[src/hdl/gvc_pkg.sv]
// ----------------------------------------------------------------------------
// gvc_pkg
// shared widths and types of the greedy vertex coloring block
// ----------------------------------------------------------------------------
package gvc_pkg;

	localparam int ID_W    = 10;
	localparam int COLOR_W = 6;
	localparam int MAP_W   = 64;

	typedef logic [ID_W-1:0]    id_t;
	typedef logic [COLOR_W-1:0] color_t;
	typedef logic [MAP_W-1:0]   color_map_t;

	// write port of the color store
	typedef struct packed {
		logic   en;
		id_t    addr;
		color_t color;
	} mem_wr_t;

endpackage

[src/hdl/gvc_pick.sv]
// ----------------------------------------------------------------------------
// gvc_pick
// finds the smallest color not marked in the used-color bitmap
// ----------------------------------------------------------------------------
module gvc_pick #(
	parameter int MAX_COLORS = 64
) (
	input  gvc_pkg::color_map_t map,
	output gvc_pkg::color_t     color,
	output logic                ovf
);
	import gvc_pkg::*;

	color_map_t full_map;
	color_map_t lowest_free;
	color_t     code;

	always_comb begin
		// bit 0 and colors past the limit never count as free
		for (int i = 0; i < MAP_W; i++) begin
			full_map[i] = map[i] | (i == 0) | (i >= MAX_COLORS);
		end
		lowest_free = ~full_map & (full_map + MAP_W'(1));
		code = '0;
		for (int i = 0; i < MAP_W; i++) begin
			code = code | (lowest_free[i] ? COLOR_W'(i) : '0);
		end
	end

	assign color = code;
	assign ovf   = ~|lowest_free;

endmodule

[config.mk]
export PLATFORM = sky130hd
export DESIGN_NAME = gvc_pick
export DESIGN_NICKNAME = d
export VERILOG_FILES = /design/src/hdl/gvc_pkg.sv /design/src/hdl/gvc_pick.sv
export SDC_FILE = /design/constraint.sdc
export NUM_CORES = 1
export LEC_CHECK = 0
export ABC_AREA = 0
export ABC_CLOCK_PERIOD_IN_PS = 2570
export BUFFER_PORTS_ARGS = -buffer_cell sky130_fd_sc_hd__buf_2
export CORE_MARGIN = 2
export CORE_UTILIZATION = 32
export DETAILED_ROUTE_END_ITERATION = 10
export PLACE_DENSITY = 0.59
export SLEW_MARGIN = 20
export SYNTH_ARGS = -nofsm -noshare
export SYNTH_HDL_FRONTEND = slang
export SYNTH_SLANG_ARGS = --single-unit
[constraint.sdc]
create_clock -name vclk -period 2.57
set_clock_uncertainty 0.15 [all_clocks]
set_input_delay 0.1285 -clock vclk [all_inputs]
set_output_delay 0.1285 -clock vclk [all_outputs]
set_load 0.02 [all_outputs]
# Word level (Yosys, flattened, before mapping)
# Cells that the tools add are included.
# classes
n_addsub	1
mux	63
bitwise_logic	64
reduce_logical	2
# op_table
cell	n
OR 6 bit	62
2-to-1 mux 6 bit	32
2-to-1 mux 5 bit	16
adder 64 x 1 -> 64 bit, second input constant	1
AND 64 bit	1
NOT 64 bit	1
OR reduction 64 bit	1
2-to-1 mux 4 bit	8
2-to-1 mux 3 bit	4
2-to-1 mux 2 bit	2
zero test 1 bit	1
2-to-1 mux 1 bit	1
# word_totals
reg_bits	0
input_bits	64
out_inout_bits	7
elab_cells	130

# Longest topological paths before layout
# logic_depth
word_depth	65
mapped_depth	7
mapped_depth_nobuf	6

# Worst setup path after synthesis
# OpenSTA, ideal clock, no wires.
# synth_timing
path_kind	input port to output port
from	in map[53]
to	out ovf
arrival_time_ns	1.786
required_time_ns	2.291
slack_ns	0.505
path_stages	6
n_path_buf	0
path_cell_list	nand4_2 -> or4_4 -> or4_4 -> nor3_4 -> nor4_2 -> and4_1
# synth_via
elab_chain_len	4
elab_cells_between_ends	5
classes_between	add/sub (1); bitwise (2); reduce/logical (2)
# synth_rtl
element	line_no	source
start, declared	gvc_pick.sv:8	input gvc_pkg::color_map_t map,
adder 64 x 1 -> 64 bit / NOT 64 bit (equally long branches)	gvc_pick.sv:23	lowest_free = ~full_map & (full_map + MAP_W'(1));
AND 64 bit (*)	gvc_pick.sv:23	
OR reduction 64 bit (*)	gvc_pick.sv:31	assign ovf = ~|lowest_free;
zero test 1 bit (*)	gvc_pick.sv:31	
end, declared	gvc_pick.sv:10	output logic ovf
# Mark *: on every way between the ends. The rest lies on a longest branch, timed or not.

# Worst setup path in the final report
# layout_timing
from	in map[22]
to	out ovf
# Same word-level chain as after synthesis.

==> key figures <==
Run status
  – Status: completed

Global route
  – Largest net degree at the start of global routing: 10
  – Vias in the first global route: 2068
  – Overflow after GRT: 0
  – Tot GR Track Use: 0.218
  – First-pass GRT wire length: 9.45 mm
  – Antenna violations before repair: 0

Power
  – Pwr Total: 0.184 mW
  – Pwr dens: 90.8 nW/um2
  – Leak: 0.802 nW
  – Worst VDD drop: 0.0000454 V

STA
  – Final hold violations: 0
  – Fin. max-slew vios: 0
  – Fin Setup TNS: 0 ns
  – Worst-Margin Slew: 0.532 ns
  – Final setup fails: 0
  – Period utilisation layout: 0.950
  – Fin crit period: 2.44 ns
  – Rel. slew slack: 0.642
  – RSZ-0062 raised after global routing: no
  – Fmax: 410 MHz

Layout
  – Layout clock buffers: 0
  – Fin util: 0.458
  – Fin nets: 387
  – # diodes: 0
  – Layout cell share with drive strength beyond 1: 0.333
  – Final instance area: 2020 um2
  – FFs & Latches: 0
  – Area Overhead vs Synth: 35.9%
  – Register Area: 0 um2
  – Final non-filler cell total: 373

Drt
  – Vias per cell: 6.09
  – Total Routed Length: 5.78 mm
  – Vias: 2270
  – DR pass1 iterations: 4
  – Drt initial violations: 107
  – Drt drc: 0
  – Antenna Nets Post-Route: 0
  – Routed wire per std cell: 15.5 um

Floorplan
  – Die ar.: 5210 um2
  – DIE HEIGHT: 72.2 um
  – Row count: 24
  – Initial Utilization: 0.337
  – Core Box Area: 4410 um2
  – I/O Pins: 71
  – Die Width: 72.2 um

Placement
  – Dpl hpwl: 4.92 mm
  – Area post-placement: 1970 um2
  – GP Congestion: 0.966
  – PortBufs: 70
  – Dpl cells: 371

Worst hold path
  – WHS Endpoint: color[3]
  – Hold Path Class: in -> out
  – Startpoint of the worst hold path: map[8]
  – Hold path cells: 5

Synth
  – Adder-Cell Fraction of Synth Area: 0
  – Seq/Total Area, Yosys: 0
  – Most common cell in the synthesized netlist: nand2_1
  – Largest cells by area after synthesis: nand4_1 (8.8%), nand2_1 (7.1%), nand3_1 (7.1%)
  – Top cells by count, synth: nand2_1 (28), nand3_1 (21), nand4_1 (21), nor2_1 (21), o21ai_0 (16)
  – Simple-gate share of the synthesized area: 0.633
  – Synth Area in Compound Gates: 0.326
  – Mapped Cells: 239
  – Synthesized area: 1490 um2
  – Net Count, Synth: 303
  – Yosys top cell by area: nand4_1
  – Mux contribution to synthesized area: 0
  – Synth warn: 0
  – Area share of the largest cell type after synthesis: 0.0883
  – Xor-xnor portion of the synthesized cell area: 0
  – Syn Area/Cell: 6.22 um2
  – Main combinational cell family by area after synthesis: simple AND/OR/NAND/NOR gates
  – Synth unique cells: 53

Setup path
  – Nature of the critical path endpoint: output pin
  – Setup Crit Path Kind: in -> out
  – CP Max Fanout: 7
  – Critical path arrival: 2.16 ns
  – Data required, critical path: 2.29 ns
  – Crit path launch type: input pin

Run
  – Max cap viols: 0
cells by family after synthesis:
group / Yosys count
buffers and inverters: 14
AOI/OAI and AO/OA: 68
and+or+nand+nor: 157
layout make-up:
type	instances	area, um2
inverters	13	48.8
well taps	52	65.1
repair buffers	83	460
fillers	487	2390
multi-input cells	225	1450
report_power, final:
| group | switching [mW] | internal, mW | total, mW |
|---|---|---|---|
| sequential | 0 | 0 | 0 |
| combinational | 0.111 | 0.0725 | 0.184 |
| clock | 0 | 0 | 0 |
| total | 0.111 | 0.0725 | 0.184 |
stage by stage:
stage	setup WS, ns	hold WS (ns)
6_report	0.129	0.603
5_1_grt	0.0269	0.651
4_1_cts	0.142	0.588
3_5_place_dp	0.154	0.585
3_3_place_gp	0.141	0.606
2_1_floorplan	0.505	0.368
per-layer routing:
| metal | share of wire | track usage | vias up |
|---|---|---|---|
| li1 | - | - | 1139 |
| met1 | 0.46 | 0.304 | 1050 |
| met2 | 0.47 | 0.381 | 75 |
| met3 | 0.056 | 0.00417 | 6 |
| met4 | 0.012 | 0.0356 | 0 |
| met5 | 0 | 0 | - |
critical path, cell delays in order:
cell	delay, ns
buf_2	0.15
nand4_1	0.24
nor4_1	0.58
nand3_1	0.22
o221ai_1	0.34
a2111oi_0	0.11
and4_1	0.24
buf_2	0.16
how the worst max path moves through the flow:
stage                     startpoint  endpoint  slack (ns)  cells past startpoint
final                        map[22]       ovf        0.13                      8
after global routing         map[22]       ovf        0.03                      8
after CTS                     map[4]       ovf        0.14                      9
after detailed placement      map[4]       ovf        0.15                      8
after global placement        map[4]       ovf        0.14                      9
after floorplan              map[53]       ovf        0.51                      6
placed cells by master, fill, tap and decap left out, types with 4 or more instances in the layout:
cell / count
buf_2: 70
nand2_1: 28
nand4_1: 21
nand3_1: 20
nor2_1: 20
o21ai_0: 16
inv_1: 12
buf_4: 12
nand2b_1: 10
a21oi_1: 10
nor3_1: 9
nor4_1: 9
a211oi_1: 6
o31ai_1: 5
nor4_2: 4
and3_1: 4
o211ai_1: 4
repair_timing:
| item | CTS | global route |
|---|---|---|
| setup endpoints to repair | 0 | 1 |
| buffers inserted | 0 | 2 |
| resized for setup | 0 | 4 |
| hold buffers | 0 | 0 |
(Power assumes the default switching activity.)
